## src/rtl/fwhrf_pkg.sv

```systemverilog
// Package for the finger/wrist heart-rate fusion block: beat layouts, command
// codes, rate thresholds and the waveform quality score.
// Depends on nothing; used by rtl/finger_wrist_heart_rate_fusion.sv.
package fwhrf_pkg;

	// Command codes carried in the input tuser.
	typedef enum logic [1:0] {
		CMD_FINGER = 2'd0,
		CMD_WRIST  = 2'd1,
		CMD_RESET  = 2'd2,
		CMD_UNUSED = 2'd3
	} cmd_t;

	// Configuration register indexes.
	localparam logic [1:0] REG_WARMUP_ID_LOW   = 2'd0;
	localparam logic [1:0] REG_WARMUP_ID_HIGH  = 2'd1;
	localparam logic [1:0] REG_WARMUP_RATE_MIN = 2'd2;
	localparam logic [1:0] REG_WARMUP_RATE_MAX = 2'd3;

	// Register reset values.
	localparam logic [15:0] WARMUP_ID_LOW_RST   = 16'd0;
	localparam logic [15:0] WARMUP_ID_HIGH_RST  = 16'd2;
	localparam logic [7:0]  WARMUP_RATE_MIN_RST = 8'd40;
	localparam logic [7:0]  WARMUP_RATE_MAX_RST = 8'd150;

	// Rate thresholds in beats per minute.
	localparam logic [7:0] OX_LO      = 8'd64;
	localparam logic [7:0] OX_HI      = 8'd72;
	localparam logic [7:0] ACT_LO     = 8'd76;
	localparam logic [7:0] ACT_HI     = 8'd98;
	localparam logic [7:0] FINGER_MIN = 8'd58;
	localparam logic [7:0] GAP_MAX    = 8'd5;
	localparam logic [7:0] CALM_CAP   = 8'd75;
	localparam logic [7:0] WARM_DEF   = 8'd70;

	// Quality weights in hundredths.
	localparam logic [6:0] Q_PROM   = 7'd35;
	localparam logic [6:0] Q_SPREAD = 7'd25;
	localparam logic [6:0] Q_ENERGY = 7'd20;
	localparam logic [6:0] Q_FREQ   = 7'd20;
	localparam logic [6:0] Q_FUSION = 7'd15;

	// Reciprocals (scaled by 2^16) for the divides by ten and by five.
	localparam logic [12:0] RECIP_10 = 13'd6554;
	localparam logic [13:0] RECIP_5  = 14'd13108;

	// Input beat, last field in the lowest bits.
	typedef struct packed {
		logic [6:0]         pad;
		logic signed [15:0] dominant_freq;
		logic signed [15:0] peak_energy;
		logic signed [15:0] spread;
		logic signed [15:0] prominence;
		logic               wave_valid;
		logic [7:0]         rate_in;
		logic [15:0]        pulse_number;
	} item_t;

	// Result beat, last field in the lowest bits.
	typedef struct packed {
		logic [6:0] pad;
		logic       wrist_good;
		logic       finger_good;
		logic [6:0] quality;
		logic [7:0] rate_out;
	} result_t;

	// Waveform quality score, 0..100.
	function automatic logic [6:0] wave_score(input item_t it);
		logic [6:0] s;
		s = 7'd0;
		if (it.wave_valid) begin
			if (it.prominence >= 16'sd12) s = s + Q_PROM;
			if (it.spread >= 16'sd4 && it.spread <= 16'sd90) s = s + Q_SPREAD;
			if (it.peak_energy >= 16'sd15) s = s + Q_ENERGY;
			if (it.dominant_freq >= 16'sd8 && it.dominant_freq <= 16'sd35) s = s + Q_FREQ;
		end
		return s;
	endfunction

	function automatic logic active_rate(input logic [7:0] r);
		return (r >= ACT_LO) && (r <= ACT_HI);
	endfunction

endpackage

```

## src/rtl/finger_wrist_heart_rate_fusion.sv

```systemverilog
// Finger/wrist heart-rate fusion: qualifies finger beats, fuses wrist beats.
// Depends on rtl/fwhrf_pkg.sv.
// Timing: one beat per cycle is sustained while the output side takes results.
// Each beat is captured in an input register and its result is then written to
// the output register; the stored finger beat is updated at the same edge as
// the result register, so every beat sees the state left by the one before it.
// Ready on the input side is low only while both the input register and the
// output register hold beats that the output side has not taken. The
// configuration port always accepts writes and takes effect on the next beat.
module finger_wrist_heart_rate_fusion
	import fwhrf_pkg::*;
(
	input  logic        clk,
	input  logic        arst_n,
	// Input beats.
	input  logic        s_tvalid,
	output logic        s_tready,
	// tdata from bit 0: pulse_number[15:0], rate_in[7:0], wave_valid,
	// prominence[15:0], spread[15:0], peak_energy[15:0], dominant_freq[15:0], zero pad.
	input  logic [95:0] s_tdata,
	// tuser: command[1:0].
	input  logic [1:0]  s_tuser,
	// Result beats.
	output logic        m_tvalid,
	input  logic        m_tready,
	// tdata from bit 0: rate_out[7:0], quality[6:0], finger_good, wrist_good, zero pad.
	output logic [23:0] m_tdata,
	// Configuration writes.
	input  logic        cfg_valid,
	output logic        cfg_ready,
	input  logic [1:0]  cfg_index,
	input  logic [15:0] cfg_data
);

	// Configuration registers.
	logic [15:0] warm_lo_q, warm_hi_q;
	logic [7:0]  warm_min_q, warm_max_q;

	// Stored finger beat.
	logic [15:0] last_pulse_q;
	logic [7:0]  last_rate_q;
	logic        last_valid_q, last_active_q, session_on_q;

	// Input register.
	logic        valid_s1;
	item_t       item_s1;
	cmd_t        cmd_s1;

	// Output register.
	logic        out_valid_q;
	result_t     res_q;

	// Next values from the combinational pass.
	result_t     res_d;
	logic [15:0] last_pulse_d;
	logic [7:0]  last_rate_d;
	logic        last_valid_d, last_active_d, session_on_d;

	logic        advance;

	assign advance   = !out_valid_q || m_tready;
	assign s_tready  = !valid_s1 || advance;
	assign cfg_ready = 1'b1;
	assign m_tvalid  = out_valid_q;
	assign m_tdata   = res_q;

	// Configuration writes.
	always_ff @(posedge clk or negedge arst_n) begin
		if (!arst_n) begin
			warm_lo_q  <= WARMUP_ID_LOW_RST;
			warm_hi_q  <= WARMUP_ID_HIGH_RST;
			warm_min_q <= WARMUP_RATE_MIN_RST;
			warm_max_q <= WARMUP_RATE_MAX_RST;
		end else if (cfg_valid) begin
			case (cfg_index)
				REG_WARMUP_ID_LOW:   warm_lo_q  <= cfg_data;
				REG_WARMUP_ID_HIGH:  warm_hi_q  <= cfg_data;
				REG_WARMUP_RATE_MIN: warm_min_q <= cfg_data[7:0];
				REG_WARMUP_RATE_MAX: warm_max_q <= cfg_data[7:0];
				default: ;
			endcase
		end
	end

	// Input register.
	always_ff @(posedge clk or negedge arst_n) begin
		if (!arst_n) begin
			valid_s1 <= 1'b0;
		end else if (s_tready) begin
			valid_s1 <= s_tvalid;
		end
	end

	always_ff @(posedge clk) begin
		if (s_tready && s_tvalid) begin
			item_s1 <= item_t'(s_tdata);
			cmd_s1  <= cmd_t'(s_tuser);
		end
	end

	// Qualification and fusion of the beat in the input register.
	always_comb begin
		logic [7:0]  hr;
		logic        warm, ok, match, wact, done;
		logic [6:0]  q;
		logic [11:0] sum9;
		logic [24:0] prod10;
		logic [7:0]  f;
		logic [10:0] sum5;
		logic [24:0] prod5;
		logic [7:0]  d;
		logic [9:0]  sum3;

		res_d         = '0;
		last_pulse_d  = last_pulse_q;
		last_rate_d   = last_rate_q;
		last_valid_d  = last_valid_q;
		last_active_d = last_active_q;
		session_on_d  = session_on_q;

		hr    = item_s1.rate_in;
		warm  = (item_s1.pulse_number >= warm_lo_q) && (item_s1.pulse_number <= warm_hi_q);
		ok    = 1'b0;
		match = last_valid_q && (last_pulse_q == item_s1.pulse_number);
		wact  = active_rate(hr) || session_on_q;
		done  = 1'b0;
		q     = wave_score(item_s1);
		f     = 8'd0;

		// Finger-weighted blend: (9 * finger + wrist + 5) / 10.
		sum9   = {1'b0, last_rate_q, 3'b000} + {4'b0, last_rate_q} + {4'b0, hr} + 12'd5;
		prod10 = {13'b0, sum9} * {12'b0, RECIP_10};
		// Calm blend: (2 * wrist + 3 * finger + 2) / 5.
		sum5   = {2'b0, hr, 1'b0} + {2'b0, last_rate_q, 1'b0} + {3'b0, last_rate_q} + 11'd2;
		prod5  = {14'b0, sum5} * {11'b0, RECIP_5};
		// Compression above the calm cap: (3 * wrist + 70) / 4.
		sum3   = {1'b0, hr, 1'b0} + {2'b0, hr} + 10'd70;
		d      = (hr > last_rate_q) ? (hr - last_rate_q) : (last_rate_q - hr);

		case (cmd_s1)
			CMD_FINGER: begin
				if (hr == 8'd0) begin
					if (warm) begin
						hr = WARM_DEF;
						ok = 1'b1;
					end
				end else if (warm) begin
					ok = (hr >= warm_min_q) && (hr <= warm_max_q);
				end else if (hr >= FINGER_MIN) begin
					if (hr < OX_LO) hr = OX_LO;
					ok = 1'b1;
				end
				if (ok) begin
					res_d.quality     = q;
					res_d.finger_good = 1'b1;
					res_d.rate_out    = hr;
					last_pulse_d  = item_s1.pulse_number;
					last_rate_d   = hr;
					last_valid_d  = ((hr >= OX_LO) && (hr <= OX_HI)) || active_rate(hr)
						|| session_on_q;
					last_active_d = active_rate(hr) || session_on_q;
					session_on_d  = session_on_q || active_rate(hr);
				end
			end
			CMD_WRIST: begin
				if (hr != 8'd0) begin
					res_d.wrist_good = 1'b1;
					if (wact || last_active_q) begin
						res_d.finger_good = match;
						if (match && (last_active_q || session_on_q)
							&& ({1'b0, last_rate_q} > ({1'b0, hr} + {1'b0, GAP_MAX}))) begin
							f = prod10[23:16];
							if (f < hr) f = hr;
							if (f > ACT_HI) f = ACT_HI;
							q = q + Q_FUSION;
							res_d.rate_out = f;
						end else begin
							res_d.rate_out = (hr > ACT_HI) ? ACT_HI : hr;
						end
						done = 1'b1;
					end else if (match && (last_rate_q >= OX_LO) && (last_rate_q <= OX_HI)) begin
						res_d.finger_good = 1'b1;
						if (d > GAP_MAX) begin
							f = prod5[23:16];
							if (f < OX_LO) f = OX_LO;
							if (f > CALM_CAP) f = CALM_CAP;
							q = q + Q_FUSION;
							res_d.rate_out = f;
							done = 1'b1;
						end
					end
					if (!done) begin
						res_d.rate_out = (hr > CALM_CAP) ? sum3[9:2] : hr;
					end
					res_d.quality = q;
				end
			end
			CMD_RESET: begin
				last_valid_d  = 1'b0;
				last_active_d = 1'b0;
				session_on_d  = 1'b0;
			end
			default: ;
		endcase
	end

	// Output register and finger-beat state, updated together.
	always_ff @(posedge clk or negedge arst_n) begin
		if (!arst_n) begin
			out_valid_q   <= 1'b0;
			last_pulse_q  <= '0;
			last_rate_q   <= '0;
			last_valid_q  <= 1'b0;
			last_active_q <= 1'b0;
			session_on_q  <= 1'b0;
		end else if (advance) begin
			out_valid_q <= valid_s1;
			if (valid_s1) begin
				last_pulse_q  <= last_pulse_d;
				last_rate_q   <= last_rate_d;
				last_valid_q  <= last_valid_d;
				last_active_q <= last_active_d;
				session_on_q  <= session_on_d;
			end
		end
	end

	always_ff @(posedge clk) begin
		if (advance && valid_s1) begin
			res_q <= res_d;
		end
	end

endmodule

```

## config.mk

```make
export PLATFORM = sky130hd
export DESIGN_NAME = finger_wrist_heart_rate_fusion
export DESIGN_NICKNAME = d
export VERILOG_FILES = /design/src/rtl/fwhrf_pkg.sv /design/src/rtl/finger_wrist_heart_rate_fusion.sv
export SDC_FILE = /design/constraint.sdc
export NUM_CORES = 1
export LEC_CHECK = 0
export BUFFER_PORTS_ARGS = -buffer_cell sky130_fd_sc_hd__clkbuf_2
export CORE_ASPECT_RATIO = 2
export CORE_MARGIN = 5
export CORE_UTILIZATION = 30
export DETAILED_ROUTE_END_ITERATION = 7
export PLACE_DENSITY = 0.54
export SLEW_MARGIN = 25
export SYNTH_ARGS = -nofsm -noshare
export SYNTH_HDL_FRONTEND = slang
export SYNTH_SLANG_ARGS = --single-unit
```

## constraint.sdc

```tcl
create_clock -name clk -period 9.55 [get_ports clk]
set_input_delay 0 -clock clk [delete_from_list [all_inputs] [get_ports clk]]
set_output_delay 0 -clock clk [all_outputs]
set_load 0.005 [all_outputs]
```

---- After elaboration in Yosys (flattened, before gate mapping) ----
Index checks and enable logic that the tools add are counted.
storage, ports and cells
  register bits ........................... 184
  latch bits .............................. 0
  bits in writable memories ............... 0
  bits in read-only memories .............. 0
  bits of input ports ..................... 121
  output and inout port bits .............. 27
  word-level logic and storage cells ...... 167
  memories kept ........................... 0
cells by class
  add/subtract/negate cells ............... 15
  $mul .................................... 2
  divide/modulo/power cells ............... 0
  $lt $le $gt $ge ......................... 29
  equal/unequal tests ..................... 7
  shifts and indexed selects .............. 0
  muxes and demuxes ....................... 58
  bitwise operators ....................... 0
  reductions and logical operators ........ 34
operators by type and width
  operator                                                        number
  two-way mux 8 bit                                               27
  two-way mux 7 bit                                               11
  >= comparator 16 x 5 -> 1 bit (second input constant)           3
  >= comparator 8 x 7 -> 1 bit (second input constant)            4
  greater-than comparator 8 x 7 -> 1 bit (second input constant)  4
  <= comparator 8 x 7 -> 1 bit (second input constant)            4
  one-hot mux 16 bit (2 select lines)                             1
  multiplier 12 x 12 -> 23 bit (second input constant)            1
  multiplier 11 x 12 -> 22 bit (second input constant)            1
  adder 7 x 5 -> 7 bit (second input constant)                    3
  two-way mux 17 bit                                              1
  == test 16 bit                                                  1
  >= comparator 16 bit                                            1
  >= comparator 16 x 4 -> 1 bit (second input constant)           1
  <= comparator 16 bit                                            1
  <= comparator 16 x 7 -> 1 bit (second input constant)           1
  <= comparator 16 x 8 -> 1 bit (second input constant)           1
  < comparator 8 x 7 -> 1 bit (second input constant)             2
  two-way mux 16 bit                                              1
  subtractor 8 bit                                                2
  logical AND 1 bit                                               14
  two-way mux 1 bit                                               14
  adder 11 x 8 -> 12 bit                                          1
  adder 12 x 3 -> 12 bit (second input constant)                  1
  other kinds (28)                                                44

---- Logic depth before layout (Yosys ltp) ----
Gate-level depths: netlist of the first run.
  depth in word-level cells ............... 19
  gate-level depth with buffers ........... 41
  mapped depth without buffers ............ 40

---- Worst setup path before layout of the first run ----
OpenSTA, ideal clock, no wires.
  path type ............................... register to register
  from .................................... register item_s1[18] (netlist name)
  to ...................................... register res_q, in the netlist m_tdata[0] (data pin)
  setup time .............................. 0.131 ns
  data arrival time ....................... 9.215 ns
  required time ........................... 9.419 ns
  path slack .............................. 0.204 ns
  cell stages (with the launch flop) ...... 41
  path buffers ............................ 2
  period minus slack after synthesis ...... 9.346 ns
  cell sequence ........................... edfxtp_1 clkbuf_1 inv_1 ha_1 buf_2 inv_1 ha_1 a21o_1 a21oi_1 o21bai_1 a21oi_1 o21bai_1 a21oi_1 xnor2_1 ha_1 inv_1 fa_1 inv_1 (+5 left out) ha_1 a21oi_1 nand2_1 a2111o_1 a221oi_1 xnor2_1 inv_1 ha_1 nand4_1 a211oi_1 or4_1 a21oi_1 nor3_2 or4b_1 a2111oi_2 a211oi_1 a311oi_1 a22o_1
RTL lines
  what                    line                                   source
  from (decl)             finger_wrist_heart_rate_fusion.sv:46   item_t item_s1;
  from (signal assigned)  finger_wrist_heart_rate_fusion.sv:96   item_s1 <= item_t'(s_tdata);
  to (signal assigned)    finger_wrist_heart_rate_fusion.sv:230  res_q <= res_d;
  to (decl)               finger_wrist_heart_rate_fusion.sv:51   result_t res_q;

==> results of run 1 <==
## per-layer routing
metal  up-vias  global-route usage [%]  share of wire [%]  wire length (µm)
met5         -                       0                  0                 0
met4         0                    12.6                9.1              4310
met3       156                    1.74                2.9              1380
met2       343                    33.2                 57             27200
met1      6057                    13.7                 31             14700
li1       6078                       -                  -                 -
## timing repair
item | in CTS | in global routing
gates resized for setup | 0 | 12
endpoints found under the setup margin | 0 | 7
buffers inserted | 0 | 1
hold buffers | 107 | 0
hold endpoints to repair | 206 | 0
## path summary, 6_finish.rpt
| path | start | endpoint | slack, ns | depth (start not counted) |
|---|---|---|---|---|
| hold reg to reg | warm_hi_q[10] | warm_hi_q[10] | 0.50 | 1 |
| min in group clk | cfg_index[1] | warm_lo_q[12] | 0.17 | 4 |
| setup reg to reg | item_s1[17] | m_tdata[0] | 0.47 | 37 |
| setup / recovery | item_s1[17] | m_tdata[0] | 0.47 | 37 |
| hold / removal | arst_n | warm_hi_q[5] | 0.17 | 2 |
| max in group asynchronous | arst_n | last_pulse_q[5] | 8.87 | 2 |
## registers in the layout, indices dropped and copies added (netlist names)
signal	flops
m_tvalid	1
session_on_q	1
warm_min_q	8
warm_lo_q	16
valid_s1	1
item_s1	85
cmd_s1	2
warm_max_q	8
last_valid_q	1
last_rate_q	8
m_tdata	17
warm_hi_q	16
last_pulse_q	16
## final cells by class
class / instances / area [µm²] / area share (%)
Sequential cell: 180 / 5030 / 25.6
Clock buffer: 19 / 433 / 2.20
Clock inverter: 11 / 80.1 / 0.408
Inverter: 250 / 938 / 4.78
Tap cell: 676 / 846 / 4.31
Timing Repair Buffer: 277 / 2050 / 10.5
Multi-Input combinational cell: 1134 / 10300 / 52.2
## through the flow
step	setup slack (ns)	util (%)	cells	hold WS, ns
2_1_floorplan	0.204	-	1595	-0.296
3_3_place_gp	0.368	33.2	2408	0.176
3_5_place_dp	0.317	33.2	2408	0.179
4_1_cts	0.295	36.1	2545	0.150
5_1_grt	0.0327	36.2	2547	0.199
6_report	0.467	36.2	2547	0.168
## logic make-up (layout without fill, tap and decap cells)
kind of cell,Yosys count,count (layout),synth area share (%)
AO/OA/AOI/OAI,317,317,12.7
XOR/XNOR,81,81,4.43
adder cells (fa/ha/maj),364,364,31.8
buffers and inverters,281,557,6.72
flip-flops,180,180,30.9
multiplexers,61,61,4.14
other,2,8,0.0461
AND/OR/NAND/NOR,303,303,9.30
## synthesized netlist by cell type, types with 40 or more instances
cell type  instances  area (µm²)
a21oi_1           80         400
edfxtp_1         104        3120
mux2_2            52         586
o21ai_0           76         380
fa_1              84        1680
xor2_1            40         350
nand2_1          108         405
dfrtp_1           69        1730
ha_1             280        3500
inv_1            250         938
nor2_1            47         176
xnor2_1           40         350
==> impl_metrics.py, run 1 <==
metrics = {
    "synth": {
        "netlist_area_um2": 16300,
        "synth-edff-count": 104,
        "ys.flop_type": "edfxtp_1",
        "ys_seq_elements": 180,
        "synth_cell_types": 77,
        "yosys_warnings": 0,
        "syn_area_per_cell_um2": 10.3,
        "ys_seq_area_share_pct": 30.9,
        "async_reset_ff_share_pct": 42.2,
        "synthCells": 1589,
    },
    "timing": {
        "worst_pin_slew_ns": 0.988,
        "rsz0062_at_grt": "no",
        "slew_headroom_pct": 33.9,
        "finalHoldViolCount": 0,
        "finalSetupViolCount": 0,
        "fin_crit_sh_pct": 95.1,
        "clock_skew_ns": 0.0155,
        "timing.fmax_mhz": 110,
        "period_minus_slack_ns": 9.08,
        "slew_violations": 0,
        "tns_ns": 0,
    },
    "worst_setup_path": {
        "critPathBufInv": 7,
        "cp_slowest_cell": "fa_1",
        "path_delay_family": "adder cells",
        "critPathRequiredTime_ns": 9.86,
        "cp-end-kind": "register",
        "cpMostUsedCell": "inv_1",
        "crit_type": "reg2reg",
        "slowest_delay_ns": 0.56,
        "critPathMaxFanout": 6,
        "critical_path_arrival_ns": 9.39,
        "startpoint_type": "register",
    },
    "die": {
        "rows": 121,
        "core_um2": 54200,
        "die_area_um2": 59400,
        "initial_core_util_pct": 30.1,
        "io_pins": 148,
        "die_h_um": 340,
        "dieWidth_um": 175,
    },
    "clocking": {
        "cts-root-buf": "clkbuf_16",
        "cts_sinks": 180,
        "cts_max_path_buffers": 2,
        "path_clk_slew_ns": 0.07,
        "ctsHtreeMaxLevel": 4,
        "insertion_delay_ns": 0.44,
        "cts_tree": "built",
        "numCtsBuffers": 17,
    },
    "global_route": {
        "grt_antenna_before_repair": 1,
        "grt_use_total_pct": 16.2,
        "grt_first_pass_wirelength_mm": 74.5,
        "grt_max_degree": 88,
        "grt_pass1_vias": 14000,
        "grt.overflow.total": 0,
    },
    "detailed_routing": {
        "vias_per_cell": 4.96,
        "first_iter_violations": 474,
        "ant_nets": 0,
        "wl_per_cell_um": 18.7,
        "vias": 12600,
        "drc_errors": 0,
        "dr.pass1.iters": 5,
        "routed_wl_mm": 47.6,
    },
    "finish": {
        "n_antenna_cell": 0,
        "area_growth_pct": 20.5,
        "fin_area_um2": 19600,
        "mostFrequentLayoutCell": "ha_1",
        "drive_gt1_share_pct": 15.3,
        "fillCellCount": 5422,
        "layout.nets": 2345,
        "layout_common_cells": "ha_1, inv_1, clkbuf_2",
    },
    "placed_design": {
        "gp_congestion": 0.918,
        "port_buffers": 128,
        "dpl.hpwl_mm": 39.5,
        "dpl-instance-area_um2": 18000,
    },
    "status": {
        "status": "finished, final reports clean",
    },
    "run": {
        "cap_violations": 0,
    },
    "hold_path": {
        "hold_path_class": "in2async",
    },
}
Power of run 1 is left out: the tool's default activity adds up to more than one toggle a clock period on the data nets, which glitch-free logic cannot reach.
==> inputs of run 2 (changes only) <==
==> constraint.sdc (replaced) <==
create_clock -name clk -period 8.15 [get_ports clk]
set_input_delay 0 -clock clk [delete_from_list [all_inputs] [get_ports clk]]
set_output_delay 0 -clock clk [all_outputs]
set_load 0.005 [all_outputs]
==> run 2 against run 1 <==
Against the previous run: the flow now finishes with violations (negative setup slack); sequential cell count unchanged; critical path depth shrank 3; global-route usage grew 0.29 points; first-iteration DRC count down 31%; cell area grew 7.1%; via count grew 2.8%; sequential share of layout area fell by 1.7 points; hold slack got worse by 0.021 ns; critical path type unchanged; largest cell class unchanged.
==> impl_metrics.py, run 2 (synthesis results as in run 1) <==
metrics = {
    "timing": {
        "clock_skew_ns": 0.00999,
        "slew_violations": 0,
        "worst_slack_ns": -0.641,
        "finalSetupViolCount": 7,
        "worst_pin_slew_ns": 0.988,
        "fin_crit_sh_pct": 108,
        "slew_headroom_pct": 33.5,
        "timing.fmax_mhz": 114,
        "finalHoldViolCount": 0,
        "period_minus_slack_ns": 8.79,
        "rsz0062_at_grt": "yes",
    },
    "detailed_routing": {
        "vias_per_cell": 4.87,
        "drc_errors": 0,
        "vias": 13000,
        "ant_nets": 0,
        "dr.pass1.iters": 5,
        "first_iter_violations": 329,
        "routed_wl_mm": 48.9,
        "wl_per_cell_um": 18.4,
    },
    "die": {
        "dieWidth_um": 175,
        "rows": 121,
        "die_area_um2": 59400,
        "initial_core_util_pct": 30.1,
        "die_h_um": 340,
        "io_pins": 148,
        "core_um2": 54200,
    },
    "clocking": {
        "ctsHtreeMaxLevel": 4,
        "numCtsBuffers": 17,
        "cts-root-buf": "clkbuf_16",
        "path_clk_slew_ns": 0.07,
        "cts_sinks": 180,
        "insertion_delay_ns": 0.44,
        "cts_max_path_buffers": 2,
        "cts_tree": "built",
    },
    "finish": {
        "mostFrequentLayoutCell": "ha_1",
        "layoutNonFillerInstCount": 2665,
        "layout.nets": 2462,
        "layout_common_cells": "ha_1, inv_1, buf_4",
        "regMostFlops": "item_s1",
        "drive_gt1_share_pct": 23.5,
        "area_growth_pct": 29.0,
        "n_antenna_cell": 0,
        "largest_register_ff_count": 85,
    },
    "placed_design": {
        "dp.cells": 2508,
        "gp_congestion": 0.916,
        "dpl.hpwl_mm": 40.2,
        "port_buffers": 128,
        "pre_cts_slack_ns": -0.883,
    },
    "worst_setup_path": {
        "cpMostUsedCell": "fa_1",
        "critPathMaxFanout": 3,
        "critPathBufInv": 5,
        "critical_path_arrival_ns": 9.10,
        "startpoint_type": "register",
        "critPathRequiredTime_ns": 8.46,
        "path_delay_family": "adder cells",
        "cp-end-kind": "register",
        "crit_type": "reg2reg",
        "cp_slowest_cell": "fa_1",
        "slowest_delay_ns": 0.61,
    },
    "run": {
        "cap_violations": 0,
    },
    "global_route": {
        "grt_max_degree": 88,
        "grt.overflow.total": 0,
        "grt_pass1_vias": 14300,
        "grt_first_pass_wirelength_mm": 76.5,
        "grt_use_total_pct": 16.5,
        "grt_antenna_before_repair": 0,
    },
    "status": {
        "violations": "negative setup slack",
        "status": "finished with violations",
    },
    "hold_path": {
        "hold_path_class": "in2async",
    },
}
-- run 2: layout make-up --
type | count | area [µm²]
fillers | 5280 | 33200
multi-input cells | 1134 | 10700
flip-flops and latches | 180 | 5030
repair buffers | 394 | 2930
inverters | 250 | 942
well taps | 676 | 846
clock buffers | 21 | 450
clock inverters | 10 | 101
-- run 2: repair_timing --
| action | in CTS | in global routing |
|---|---|---|
| resized for setup | 27 | 28 |
| hold endpoints to repair | 206 | 0 |
| pin swaps | 26 | 56 |
| hold buffers | 107 | 0 |
| buffers inserted | 10 | 9 |
| endpoints found under the setup margin | 7 | 7 |
-- run 2: per-layer routing --
metal	vias up	global-route usage [%]	part of all wire, %
li1	6317	-	-
met1	6274	15.2	33
met2	275	34.1	59
met3	122	2.01	2.5
met4	0	8.82	5.5
met5	-	0	0
-- run 2: final timing paths --
path                       cells past startpoint  slack, ns         start             end
setup / recovery                              34      -0.64   item_s1[19]      m_tdata[0]
hold / removal                                 2       0.15        arst_n   warm_max_q[3]
setup reg to reg                              34      -0.64   item_s1[19]      m_tdata[0]
hold reg to reg                                1       0.51  warm_hi_q[7]    warm_hi_q[7]
max in group asynchronous                      2       7.43        arst_n  last_rate_q[1]
min in group clk                               5       0.15  cfg_index[0]    warm_lo_q[5]
-- run 2: through the flow --
step                TNS [ns]  hold WS, ns  util, %  area, µm²
finish                 -3.62        0.147     38.8      21000
global route           -6.47        0.172     38.8      21000
CTS                    -3.34        0.133     38.4      20800
detailed placement     -5.11        0.179     34.9      18900
global placement       -4.36        0.177     34.9      18900
floorplan              -1.32       -0.296        -      16600
Power of run 2 is left out for the same reason.
